--- src/rtl/core/ihexld_pkg.sv ---
// Shared types and constants for the hex record loader.
// Used by the front parser, the back end and the top level.
package ihexld_pkg;

  // Command passed from the parser to the executing back end.
  typedef logic [1:0] op_t;

  localparam op_t OP_LOAD  = 2'd0;  // load the running address
  localparam op_t OP_WRITE = 2'd1;  // emit one data byte at the running address
  localparam op_t OP_END   = 2'd2;  // end of record, update the high-water mark

  localparam int OP_BITS = 2;

  // Depth of the command queue between the parser and the back end.
  localparam int QUEUE_DEPTH = 4;

  // Fixed widths of the stream fields.
  localparam int CH_BITS    = 8;
  localparam int ADDR_OUT   = 16;
  localparam int DATA_OUT   = 8;
  localparam int MARK_OUT   = 17;
  localparam int TDATA_BITS = 48;

  // Result kinds carried on the output tuser.
  localparam logic KIND_WRITE = 1'b0;
  localparam logic KIND_END   = 1'b1;

endpackage

--- src/rtl/core/ihex_record_loader_top.sv ---
// Top level of the hex record loader: parser, command queue and back end.
// Depends on ihexld_pkg, ihexld_front, ihexld_queue and ihexld_back.
//
// Usage:
//   The slave stream takes one character of hex text per transaction (tdata).
//   A newline ends the current line. The master stream gives one result per
//   transaction: tuser says whether it is a memory write or a record end.
//   A write carries address, data byte and the high-water mark as it stood
//   before the line; a record end carries the updated high-water mark.
// Timing:
//   One character is taken every cycle while s_tready is high. A result passes
//   through the command queue register and then the output register before it
//   appears. Loading the address needs no output slot.
// Stall:
//   When the receiver holds tready low, the output register holds its result,
//   the queue fills, and s_tready drops once the four queue entries are used.
// Reset:
//   Synchronous reset clears the line state, the running address, the
//   high-water mark, the queue and the output valid flag.
module ihex_record_loader_top #(
  parameter int ADDR_BITS = 16
) (
  input  logic        clk,
  input  logic        rst,
  input  logic        s_tvalid,
  output logic        s_tready,
  input  logic [7:0]  s_tdata,   // [7:0] ch
  output logic        m_tvalid,
  input  logic        m_tready,
  output logic [47:0] m_tdata,   // [15:0] wr_addr, [23:16] wr_data, [40:24] high_mark, zero pad
  output logic        m_tuser    // [0] kind
);

  localparam int QW = ihexld_pkg::OP_BITS + ADDR_BITS;

  logic                  accept;
  logic                  push;
  ihexld_pkg::op_t       push_op;
  logic [ADDR_BITS-1:0]  push_value;
  logic                  q_full;
  logic                  q_empty;
  logic                  q_pop;
  logic [QW-1:0]         q_head;
  ihexld_pkg::op_t       head_op;
  logic [ADDR_BITS-1:0]  head_value;

  logic [ihexld_pkg::ADDR_OUT-1:0] out_addr;
  logic [ihexld_pkg::DATA_OUT-1:0] out_data;
  logic [ihexld_pkg::MARK_OUT-1:0] out_mark;

  // Input transaction.
  assign s_tready = !q_full;
  assign accept   = s_tvalid && s_tready;

  ihexld_front #(
    .ADDR_BITS (ADDR_BITS)
  ) u_front (
    .clk       (clk),
    .rst       (rst),
    .accept    (accept),
    .ch        (s_tdata),
    .cmd_push  (push),
    .cmd_op    (push_op),
    .cmd_value (push_value)
  );

  ihexld_queue #(
    .WIDTH (QW),
    .DEPTH (ihexld_pkg::QUEUE_DEPTH)
  ) u_queue (
    .clk       (clk),
    .rst       (rst),
    .push      (push),
    .push_data ({push_op, push_value}),
    .full      (q_full),
    .pop       (q_pop),
    .empty     (q_empty),
    .head_data (q_head)
  );

  assign head_op    = q_head[QW-1:ADDR_BITS];
  assign head_value = q_head[ADDR_BITS-1:0];

  ihexld_back #(
    .ADDR_BITS (ADDR_BITS)
  ) u_back (
    .clk       (clk),
    .rst       (rst),
    .cmd_valid (!q_empty),
    .cmd_op    (head_op),
    .cmd_value (head_value),
    .cmd_pop   (q_pop),
    .out_valid (m_tvalid),
    .out_ready (m_tready),
    .out_kind  (m_tuser),
    .out_addr  (out_addr),
    .out_data  (out_data),
    .out_mark  (out_mark)
  );

  // Result packing, first field in the lowest bits.
  assign m_tdata = {7'b0000000, out_mark, out_data, out_addr};

endmodule

--- src/rtl/core/ihexld_front.sv ---
// Character parser of the hex record loader: tracks the line position and
// turns characters into queue commands. Depends on ihexld_pkg.
module ihexld_front #(
  parameter int ADDR_BITS = 16
) (
  input  logic                       clk,
  input  logic                       rst,
  input  logic                       accept,
  input  logic [7:0]                 ch,
  output logic                       cmd_push,
  output ihexld_pkg::op_t            cmd_op,
  output logic [ADDR_BITS-1:0]       cmd_value
);

  localparam logic [7:0] NEWLINE  = 8'd10;
  localparam logic [7:0] CH_ZERO  = 8'h30;  // '0'
  localparam logic [7:0] CH_NINE  = 8'h39;  // '9'
  localparam logic [7:0] CH_LA    = 8'h61;  // 'a'
  localparam logic [7:0] CH_LF    = 8'h66;  // 'f'
  localparam logic [7:0] CH_UA    = 8'h41;  // 'A'
  localparam logic [7:0] CH_UF    = 8'h46;  // 'F'
  localparam logic [9:0] POS_MAX  = 10'd1023;
  localparam logic [9:0] DATA_START = 10'd9;
  localparam int SUM_BITS = (ADDR_BITS > 16) ? ADDR_BITS : 16;

  // Hex digit value, -1 for any other character.
  function automatic logic [4:0] hex_digit(input logic [7:0] c);
    logic [7:0] d;
    d = 8'h1F;
    if (c >= CH_ZERO && c <= CH_NINE) begin
      d = c - CH_ZERO;
    end else if (c >= CH_LA && c <= CH_LF) begin
      d = c - CH_LA + 8'd10;
    end else if (c >= CH_UA && c <= CH_UF) begin
      d = c - CH_UA + 8'd10;
    end
    return d[4:0];
  endfunction

  logic [9:0] line_pos;
  logic [4:0] first_nibble;
  logic [8:0] rec_len;
  logic [7:0] addr_hi;
  logic [7:0] bytes_done;

  logic [4:0]          nib;
  logic [8:0]          pair;
  logic [SUM_BITS-1:0] addr_sum;
  logic                len_left;

  // Decode of the current character and its pair value.
  always_comb begin
    nib      = hex_digit(ch);
    pair     = {first_nibble, 4'b0000} + {{4{nib[4]}}, nib};
    addr_sum = SUM_BITS'({addr_hi, 8'h00}) + {{(SUM_BITS-9){pair[8]}}, pair};
    len_left = $signed({2'b00, bytes_done}) < $signed({rec_len[8], rec_len});
  end

  // Command selection for this character.
  always_comb begin
    cmd_push  = 1'b0;
    cmd_op    = ihexld_pkg::OP_WRITE;
    cmd_value = '0;
    if (accept) begin
      if (ch == NEWLINE) begin
        cmd_push = 1'b1;
        cmd_op   = ihexld_pkg::OP_END;
      end else if (line_pos == 10'd6) begin
        cmd_push  = 1'b1;
        cmd_op    = ihexld_pkg::OP_LOAD;
        cmd_value = addr_sum[ADDR_BITS-1:0];
      end else if (line_pos >= DATA_START && !line_pos[0] && len_left) begin
        cmd_push  = 1'b1;
        cmd_op    = ihexld_pkg::OP_WRITE;
        cmd_value = ADDR_BITS'(pair[7:0]);
      end
    end
  end

  // Line state: positions, held digit, length, address and byte count.
  always_ff @(posedge clk) begin
    if (rst) begin
      line_pos     <= '0;
      first_nibble <= '0;
      rec_len      <= '0;
      addr_hi      <= '0;
      bytes_done   <= '0;
    end else if (accept) begin
      if (ch == NEWLINE) begin
        line_pos     <= '0;
        first_nibble <= '0;
        rec_len      <= '0;
        addr_hi      <= '0;
        bytes_done   <= '0;
      end else begin
        if (line_pos == 10'd1 || line_pos == 10'd3 || line_pos == 10'd5) begin
          first_nibble <= nib;
        end else if (line_pos == 10'd2) begin
          rec_len <= pair;
        end else if (line_pos == 10'd4) begin
          addr_hi <= pair[7:0];
        end else if (line_pos >= DATA_START) begin
          if (line_pos[0]) begin
            first_nibble <= nib;
          end else if (len_left) begin
            bytes_done <= bytes_done + 8'd1;
          end
        end
        if (line_pos != POS_MAX) begin
          line_pos <= line_pos + 10'd1;
        end
      end
    end
  end

endmodule

--- src/rtl/core/ihexld_queue.sv ---
// Small command queue between the parser and the back end.
// Register based, one write and one read port. Depends on nothing else.
module ihexld_queue #(
  parameter int WIDTH = 18,
  parameter int DEPTH = 4
) (
  input  logic             clk,
  input  logic             rst,
  input  logic             push,
  input  logic [WIDTH-1:0] push_data,
  output logic             full,
  input  logic             pop,
  output logic             empty,
  output logic [WIDTH-1:0] head_data
);

  localparam int PW = (DEPTH > 1) ? $clog2(DEPTH) : 1;
  localparam int CW = $clog2(DEPTH + 1);

  logic [WIDTH-1:0] slots [DEPTH];
  logic [PW-1:0]    head;
  logic [PW-1:0]    tail;
  logic [CW-1:0]    count;

  assign full      = (count == CW'(DEPTH));
  assign empty     = (count == '0);
  assign head_data = slots[head];

  // Storage is written at the tail only.
  always_ff @(posedge clk) begin
    if (push) begin
      slots[tail] <= push_data;
    end
  end

  // Pointers and fill count.
  always_ff @(posedge clk) begin
    if (rst) begin
      head  <= '0;
      tail  <= '0;
      count <= '0;
    end else begin
      if (push) begin
        tail <= (tail == PW'(DEPTH - 1)) ? '0 : tail + PW'(1);
      end
      if (pop) begin
        head <= (head == PW'(DEPTH - 1)) ? '0 : head + PW'(1);
      end
      if (push && !pop) begin
        count <= count + CW'(1);
      end else if (pop && !push) begin
        count <= count - CW'(1);
      end
    end
  end

endmodule

--- src/rtl/core/ihexld_back.sv ---
// Back end of the hex record loader: keeps the running address and the
// high-water mark and fills the output register. Depends on ihexld_pkg.
module ihexld_back #(
  parameter int ADDR_BITS = 16
) (
  input  logic                             clk,
  input  logic                             rst,
  input  logic                             cmd_valid,
  input  ihexld_pkg::op_t                  cmd_op,
  input  logic [ADDR_BITS-1:0]             cmd_value,
  output logic                             cmd_pop,
  output logic                             out_valid,
  input  logic                             out_ready,
  output logic                             out_kind,
  output logic [ihexld_pkg::ADDR_OUT-1:0]  out_addr,
  output logic [ihexld_pkg::DATA_OUT-1:0]  out_data,
  output logic [ihexld_pkg::MARK_OUT-1:0]  out_mark
);

  localparam int AW = (ADDR_BITS > ihexld_pkg::ADDR_OUT) ? ADDR_BITS : ihexld_pkg::ADDR_OUT;
  localparam int MW = (ADDR_BITS + 1 > ihexld_pkg::MARK_OUT) ? ADDR_BITS + 1
                                                             : ihexld_pkg::MARK_OUT;
  localparam logic [ADDR_BITS:0] LIMIT = {1'b1, {ADDR_BITS{1'b0}}};

  logic [ADDR_BITS:0] write_ptr;
  logic [ADDR_BITS:0] top_mark;

  logic               slot_free;
  logic [ADDR_BITS:0] end_addr;
  logic [ADDR_BITS:0] new_mark;
  logic [AW-1:0]      addr_wide;
  logic [MW-1:0]      mark_wide;
  logic [MW-1:0]      new_mark_wide;

  // A load needs no output slot; the others wait for a free output register.
  assign slot_free = !out_valid || out_ready;
  assign cmd_pop   = cmd_valid && (cmd_op == ihexld_pkg::OP_LOAD || slot_free);

  // End-of-record mark: the larger of the old mark and the post-record address saturated at the address space.
  always_comb begin
    end_addr      = write_ptr[ADDR_BITS] ? LIMIT : write_ptr;
    new_mark      = (end_addr > top_mark) ? end_addr : top_mark;
    addr_wide     = AW'(write_ptr[ADDR_BITS-1:0]);
    mark_wide     = MW'(top_mark);
    new_mark_wide = MW'(new_mark);
  end

  // Running address and high-water mark.
  always_ff @(posedge clk) begin
    if (rst) begin
      write_ptr <= '0;
      top_mark  <= '0;
    end else if (cmd_pop) begin
      unique case (cmd_op)
        ihexld_pkg::OP_LOAD:  write_ptr <= {1'b0, cmd_value};
        ihexld_pkg::OP_WRITE: write_ptr <= write_ptr + (ADDR_BITS+1)'(1);
        ihexld_pkg::OP_END: begin
          write_ptr <= '0;
          top_mark  <= new_mark;
        end
        default: ;
      endcase
    end
  end

  // Output register valid flag.
  always_ff @(posedge clk) begin
    if (rst) begin
      out_valid <= 1'b0;
    end else if (cmd_pop && cmd_op != ihexld_pkg::OP_LOAD) begin
      out_valid <= 1'b1;
    end else if (out_ready) begin
      out_valid <= 1'b0;
    end
  end

  // Output register payload.
  always_ff @(posedge clk) begin
    if (cmd_pop && cmd_op == ihexld_pkg::OP_WRITE) begin
      out_kind <= ihexld_pkg::KIND_WRITE;
      out_addr <= addr_wide[ihexld_pkg::ADDR_OUT-1:0];
      out_data <= cmd_value[ihexld_pkg::DATA_OUT-1:0];
      out_mark <= mark_wide[ihexld_pkg::MARK_OUT-1:0];
    end else if (cmd_pop && cmd_op == ihexld_pkg::OP_END) begin
      out_kind <= ihexld_pkg::KIND_END;
      out_addr <= '0;
      out_data <= '0;
      out_mark <= new_mark_wide[ihexld_pkg::MARK_OUT-1:0];
    end
  end

endmodule
--- config.mk ---
export PLATFORM = sky130hd
export DESIGN_NAME = ihex_record_loader_top
export DESIGN_NICKNAME = d
export VERILOG_FILES = /design/src/rtl/core/ihexld_pkg.sv /design/src/rtl/core/ihex_record_loader_top.sv /design/src/rtl/core/ihexld_front.sv /design/src/rtl/core/ihexld_queue.sv /design/src/rtl/core/ihexld_back.sv
export SDC_FILE = /design/constraint.sdc
export NUM_CORES = 1
export LEC_CHECK = 0
export BUFFER_PORTS_ARGS = -buffer_cell sky130_fd_sc_hd__clkbuf_2
export CAP_MARGIN = 40
export CORE_ASPECT_RATIO = 0.9
export CORE_MARGIN = 2
export CORE_UTILIZATION = 62
export CTS_CLUSTER_DIAMETER = 200
export CTS_CLUSTER_SIZE = 12
export DETAILED_ROUTE_END_ITERATION = 8
export PLACE_DENSITY = 0.88
export SYNTH_ARGS = -nofsm -noshare
export SYNTH_HDL_FRONTEND = slang
export SYNTH_SLANG_ARGS = --single-unit
--- constraint.sdc ---
create_clock -name clk -period 9.48 [get_ports clk]
set_input_delay 0.474 -clock clk [delete_from_list [all_inputs] [get_ports clk]]
set_output_delay 0.474 -clock clk [all_outputs]
set_load 0.02 [all_outputs]
## Word-level counts from Yosys, hierarchy flattened

Memory sizes are Yosys's and may differ from the RTL's. A register that Yosys moved wholly into a read port is not among the register bits.
Index checks and enable logic that the tools add are counted.

| word-level totals | value |
|---|---|
| bits of input ports | 12 |
| register bits after elaboration | 124 |
| output and inout bits | 51 |
| memories kept | 1 |
| RAM bits | 72 |

| operators by class | value |
|---|---|
| order comparisons | 9 |
| reductions and logical operators | 43 |
| multiplexer cells | 55 |
| equal/unequal tests | 19 |
| add/sub/neg operators | 14 |

Memory list:

| name | words | width | rd ports | clocked after Yosys merged registers in | write ports | line | RTL |
|---|---|---|---|---|---|---|---|
| u_queue.slots | 4 | 18 | 1 | 1 | 1 | ihexld_queue.sv:20 | `logic [WIDTH-1:0] slots [DEPTH];` |

Operators by type and width:

| operator | number |
|---|---|
| 2-to-1 mux 8 bit | 14 |
| 2-to-1 mux 16 bit | 5 |
| 2-to-1 mux 17 bit | 4 |
| case mux 17 bit (3 select lines) | 1 |
| 2-to-1 mux 5 bit | 9 |
| equality test 10 x 3 -> 1 bit (second input constant) | 3 |
| 2-to-1 mux 9 bit | 3 |
| equality test 10 x 2 -> 1 bit (second input constant) | 2 |
| 2-to-1 mux 10 bit | 2 |
| nonzero test 2 bit | 9 |
| adder 17 x 1 -> 17 bit (second input constant) | 1 |
| greater-than comparator 17 bit | 1 |
| adder 16 bit | 1 |
| >= comparator 8 x 7 -> 1 bit (second input constant) | 2 |
| <= comparator 8 x 7 -> 1 bit (second input constant) | 2 |
| logical AND 1 bit | 12 |
| 2-to-1 mux 2 bit | 6 |
| adder 10 x 1 -> 10 bit (second input constant) | 1 |
| adder 5 x 4 -> 5 bit (second input constant) | 2 |
| equality test 10 x 1 -> 1 bit (second input constant) | 1 |
| >= comparator 10 x 4 -> 1 bit (second input constant) | 1 |
| inequality test 10 bit (second input constant) | 1 |
| subtractor 5 x 1 -> 5 bit (second input constant) | 2 |
| adder 9 bit | 1 |
| 27 further kinds | 54 |

## Longest topological paths before layout

| logic depth | value |
|---|---|
| depth in word-level cells | 11 |
| depth in mapped cells | 21 |

## Cells and area by module

Synthesis repeated with hierarchy kept, for this count alone.

| second synthesis, totals | value |
|---|---|
| cells, all modules | 892 |
| area, all modules | 9925.8 um2 |

Modules (own cells, without submodules):

| module | cells an instance | instances | area an instance (um2) |
|---|---|---|---|
| ihexld_back | 407 | 1 | 4013.8 |
| ihexld_queue | 139 | 1 | 3081.7 |
| ihexld_front | 335 | 1 | 2760.1 |
| ihex_record_loader_top | 11 | 1 | 70.1 |

## Worst setup path before layout

No wires, ideal clock.

| path | value |
|---|---|
| path type | in2reg |
| start | input s_tdata[1] |
| end | memory u_queue.slots[0][14] (data pin) |
| path slack | 5.008 ns |
| stages | 21 |
| buffers on the path | 0 |
| data required time | 9.277 ns |
| arrival | 4.269 ns |
| cells stage by stage | inv_1 -> ha_1 -> nor3b_1 -> a311oi_1 -> a21boi_1 -> ha_1 -> inv_1 -> fa_1 -> nand2b_1 -> a21oi_1 -> xor2_1 -> xnor2_2 -> ha_1 -> inv_1 -> fa_1 -> nor2b_1 -> o21ai_0 -> a21oi_1 -> o21ai_0 -> nor3b_1 -> nor3_1 |

| on the way | value |
|---|---|
| longest elaborated chain between the ends | 10 |

Ends and longest elaborated chain:

| item | line | RTL |
|---|---|---|
| from (decl) | ihex_record_loader_top.sv:27 | `input logic [7:0] s_tdata,` |
| subtractor 5 x 1 -> 5 bit, or another cell as far along | ihexld_front.sv:33, ihexld_front.sv:35 |  |
| adder 5 x 4 -> 5 bit or logical AND 1 bit (tied branches) | ihexld_front.sv:33, ihexld_front.sv:35, ihexld_front.sv:34 |  |
| 2-to-1 mux 5 bit | ihexld_front.sv:34 | `end else if (c >= CH_UA && c <= CH_UF) begin` |
| 2-to-1 mux 5 bit | ihexld_front.sv:32 | `end else if (c >= CH_LA && c <= CH_LF) begin` |
| 2-to-1 mux 5 bit | ihexld_front.sv:30 | `if (c >= CH_ZERO && c <= CH_NINE) begin` |
| adder 9 bit | ihexld_front.sv:54 | `pair = {first_nibble, 4'b0000} + {{4{nib[4]}}, nib};` |
| adder 16 bit | ihexld_front.sv:55 | `addr_sum = SUM_BITS'({addr_hi, 8'h00}) + {{(SUM_BITS-9){pair[8]}}, pair};` |
| 2-to-1 mux 16 bit | ihexld_front.sv:68 | `end else if (line_pos == 10'd6) begin` |
| 2-to-1 mux 16 bit (*) | ihexld_front.sv:65 | `if (ch == NEWLINE) begin` |
| 2-to-1 mux 16 bit (*) | ihexld_front.sv:64 | `if (accept) begin` |
| named net push_value[14] | ihex_record_loader_top.sv:39 | `logic [ADDR_BITS-1:0] push_value;` |
| to (decl) | ihexld_queue.sv:20 |  |

The timed path passes the listed nets; every way through them passes the cells marked *.

## Worst setup path in the final report

| path | value |
|---|---|
| start | input s_tdata[1] |
| end | memory u_queue.slots[2][14] (data pin) |

The elaborated chain is that of the path after synthesis.

==> results_tabular.tex <==
\begin{tabular}{lr}
\hline
Metric & Value \\
\hline
\multicolumn{2}{l}{\textbf{Global routing}} \\
First-pass GRT wire length & 34290 um \\
Global-route track usage on met1 & 33.62\% \\
Initial antenna violation count & 0 \\
GR Layer Usage met2 & 45.02\% \\
Global route hottest layer & met2 \\
Largest net degree at the start of global routing & 65 \\
Fraction of met3 tracks used by global routing & 5.169\% \\
Global-route usage over all layers & 26.21\% \\
Final global-route overflow total & 0 \\
Vias in the first global route & 6934 \\
\multicolumn{2}{l}{\textbf{Cells and area}} \\
Layout Nets & 1027 \\
Filler instances & 1077 \\
Share of post-route cells with drive strength above 1 & 16.41\% \\
Area of the multi-input gates & 4384 sq um \\
Register area & 5095 sq um \\
Antenna cell count & 0 \\
Area overhead of the layout relative to synthesis & 10.39\% \\
\multicolumn{2}{l}{\textbf{Detailed routing}} \\
Final ANT Viol Nets & 0 \\
Routed wirelength normalized by instance count & 18.06 um \\
Vias & 7170 \\
DR pass1 iterations & 5 \\
Final wirelength & 21150 um \\
Via-per-instance ratio & 6.123 \\
1st-iter DRT viols & 699 \\
Remaining design rule violation count & 0 \\
\multicolumn{2}{l}{\textbf{Floorplan}} \\
Vertical die dimension & 123.8 um \\
Number of I/O pins & 63 \\
Initial Util & 63.82\% \\
Row cnt & 43 \\
Die outline area & 16980 sq um \\
DIE WIDTH & 137.1 um \\
Core area & 15490 sq um \\
\multicolumn{2}{l}{\textbf{Worst setup path}} \\
Critical-path cell list & clkbuf\_2 -> inv\_1 -> ha\_1 -> nor3b\_1 -> a311oi\_1 -> a21boi\_1 -> ha\_1 -> inv\_1 -> fa\_1 -> nand2b\_1 -> a21oi\_1 -> xor2\_1 -> xnor2\_2 -> ha\_1 -> inv\_1 -> fa\_1 -> nor2b\_1 -> o21ai\_0 -> a21oi\_1 -> o21ai\_0 -> nor3b\_1 -> nor3\_1 \\
Data arrival at the endpoint of the critical path & 5.30 ns \\
Critical Path Source & s\_tdata[1] \\
Largest stage delay on the critical path & 0.52 ns \\
Critical Path End Type & register \\
Data required time of the critical path & 9.70 ns \\
CP max FO & 10 \\
Category of the worst setup path launch point & input pin \\
Cell with the largest stage delay on the worst path & xnor2\_2 \\
Reg2Reg Launch Point & u\_front.first\_nibble[0] \\
Critical path type & input pin to register \\
\multicolumn{2}{l}{\textbf{Placed design}} \\
Worst slack at placement & 4.109 ns \\
Count of input and output buffers & 55 \\
HPWL Detailed & 14470 um \\
GP Congestion & 0.8612 \\
\multicolumn{2}{l}{\textbf{Job}} \\
Count of max-cap constraint violations & 0 \\
\multicolumn{2}{l}{\textbf{Timing}} \\
Total count of hold-check failures in the final report & 0 \\
Final setup violation count & 0 \\
Minimum clock period after layout & 5.081 ns \\
Unrepaired setup endpoints after global routing & no \\
Slew headroom & 41.32\% \\
Fin. max-slew vios & 0 \\
Worst-Margin Slew & 0.8802 ns \\
Worst clock skew & 0.007324 ns \\
Fin crit share & 53.60\% \\
Setup slack after layout & 4.399 ns \\
Maximum achievable frequency & 196.8 MHz \\
Final sum of negative setup slack & 0 ns \\
\multicolumn{2}{l}{\textbf{Hold path}} \\
Type of the most critical hold path & input pin to register \\
Hold wc startpoint & m\_tready \\
\multicolumn{2}{l}{\textbf{Logic synthesis}} \\
Synthesized-area fraction occupied by ao, oa, aoi and oai cells & 11.32\% \\
Number of enable-type register cells in the synthesized netlist & 113 \\
Synthesized-area fraction occupied by and/or/nand/nor cells & 16.24\% \\
Post-synthesis register bit count & 198 \\
Synth Area in XOR/XNOR & 1.898\% \\
Syn\_area\_per\_cell & 10.83 sq um \\
Share of synthesized area spent on multiplexers & 6.832\% \\
Post-synth design cell area & 9889 sq um \\
Fraction of registers with async set/reset & 0\% \\
Main synth FF type & edfxtp\_1 \\
Adder-cell area share of the yosys netlist & 7.692\% \\
Unique cell type count in the Yosys netlist & 81 \\
Part of the Yosys area used for sequential elements & 51.52\% \\
Largest family of logic cells by synthesized area & simple AND/OR/NAND/NOR gates \\
Gate count of the mapped netlist & 913 \\
Total of warnings raised by yosys & 0 \\
\multicolumn{2}{l}{\textbf{Clock tree}} \\
Number of hold-repair buffers added at the cts stage & 0 \\
Clock-pin slew on the worst setup and hold paths & 0.07 ns \\
TritonCTS Buffers & 17 \\
Cell chosen for the clock root & clkbuf\_16 \\
Total number of H-tree levels & 4 \\
Post-CTS Setup Bufs & 0 \\
CTS tree & built \\
CTS resizes & 0 \\
Clk sinks & 198 \\
Number of buffers on the longest clock path & 2 \\
Insertion delay to the later sink of the worst-skew pair & 0.44 ns \\
\multicolumn{2}{l}{\textbf{Power and ir drop}} \\
Pwr Total & 2.964 mW \\
Max VDD drop & 290.2 uV \\
Static Leak & 4.330 nW \\
Power density over the cells & 271.5 nW/um\^{}2 \\
\multicolumn{2}{l}{\textbf{Status}} \\
Status & complete, no violations \\
\hline
\end{tabular}
[stage by stage]
step / hold WS [ns] / util [%] / std cells / instance area (sq um)
after global placement: 0.4418 / 66.30 / 1136 / 10270
after CTS: 0.3966 / 70.45 / 1171 / 10920
after global routing: 0.4529 / 70.45 / 1171 / 10920
final: 0.4143 / 70.45 / 1171 / 10920
after detailed placement: 0.4500 / 66.60 / 1139 / 10320
after floorplan: 0.4319 / - / 919 / 9912
[layout by cell type, fill, tap and decap left out, drive strengths merged, types with 6 or more instances in the layout]
cell and count:
xor2 8, xnor2 10, nand2 48, inv 59, nor2b 24, mux2i 9
nor3 22, nor4 6, nor3b 6, mux2 16, ha 56, nand3 35
a31oi 8, nand4 10, mux4 18, o21ai 48, buf 11, dfxtp 85
nor2 89, clkbuf 74, and3 36, edfxtp 113, nand2b 6, conb 7
a21oi 74
[kinds of logic (layout without fill, tap and decap cells)]
family                   Yosys count  after routing
AND/OR/NAND/NOR                  309            309
other                              1              7
buffers and inverters            103            153
AO/OA/AOI/OAI                    181            181
XOR/XNOR                          19             19
multiplexers                      43             43
flip-flops                       198            198
adder cells (fa/ha/maj)           59             59
[power breakdown]
part,switching (mW),internal (mW),leakage (nW)
Clock,0.321,0.406,0.288
Combinational,0.727,0.428,2.16
Sequential,0.0666,1.02,1.88
[routing by layer]
metal	vias to the layer above	part of all wire, %	wire length (um)
met5	-	0	0
met4	0	2.1	435
met3	41	5.9	1257
met2	281	49	10430
met1	3441	43	9025
li1	3407	-	-
[flip-flops by register name (all words and copies together), names as in the netlist, named ones only]
| signal | count |
|---|---|
| u_back.mark_wide | 17 |
| u_back.out_addr | 16 |
| u_back.out_data | 8 |
| u_back.out_kind | 1 |
| u_back.out_mark | 17 |
| u_back.out_valid | 1 |
| u_back.write_ptr | 17 |
| u_front.addr_hi | 8 |
| u_front.bytes_done | 8 |
| u_front.first_nibble | 5 |
| u_front.line_pos | 10 |
| u_front.rec_len | 9 |
| u_queue.count | 3 |
| u_queue.head | 2 |
| u_queue.slots | 72 |
| u_queue.tail | 2 |
[path summary, 6_finish.rpt]
kind                                        endpoint  slack, ns  cells past startpoint
worst max register to register  u_queue.slots[2][14]       5.39                     16
worst min-delay path                u_back.out_valid       0.41                      4
worst min register to register    u_front.rec_len[1]       0.46                      2
worst max-delay path            u_queue.slots[2][14]       4.40                     22
[final cells by class]
cell class | count | share of cell area, %
timing repair buffer | 66 | 3.496
tap | 202 | 2.315
clock buffer | 19 | 4.149
multi-input combinational | 618 | 40.16
inverter | 55 | 1.891
sequential | 198 | 46.67
clock inverter | 13 | 1.318
[worst max-delay path, delay by kind of cell]
family          cells  cell delay [ns]
fa+ha+maj           5             1.55
buf+inv             4             0.35
simple gates        5             1.00
xor+xnor            2             0.65
compound gates      6             1.27
[Yosys cell counts, drive strengths merged (4+ instances only)]
library cell  number  area [sq um]
nand2b             6         37.54
buf               19         125.1
nor3              22         110.1
mux2i              9         90.09
and3              36         234.0
o31ai              4         30.03
nor2b             24         150.1
a21oi             74         374.1
a21o               5         38.79
mux2              16         180.2
a31oi              8         50.05
o21bai             4         30.03
clkbuf            29         108.9
or3                5         32.53
nor2              89         341.6
nand3             35         175.2
inv               55         206.4
xor2               8         70.07
mux4              18         405.4
o21a               4         30.03
nor3b              6         45.04
nand2             48         180.2
nand4             10         62.56
dfxtp             85          1702
nor4               6         50.04
ha                56         700.7
and2               5         31.28
edfxtp           113          3393
a32o               4         40.04
o21ai             48         244.0
xnor2             10         95.10
(Power assumes the default switching activity.)
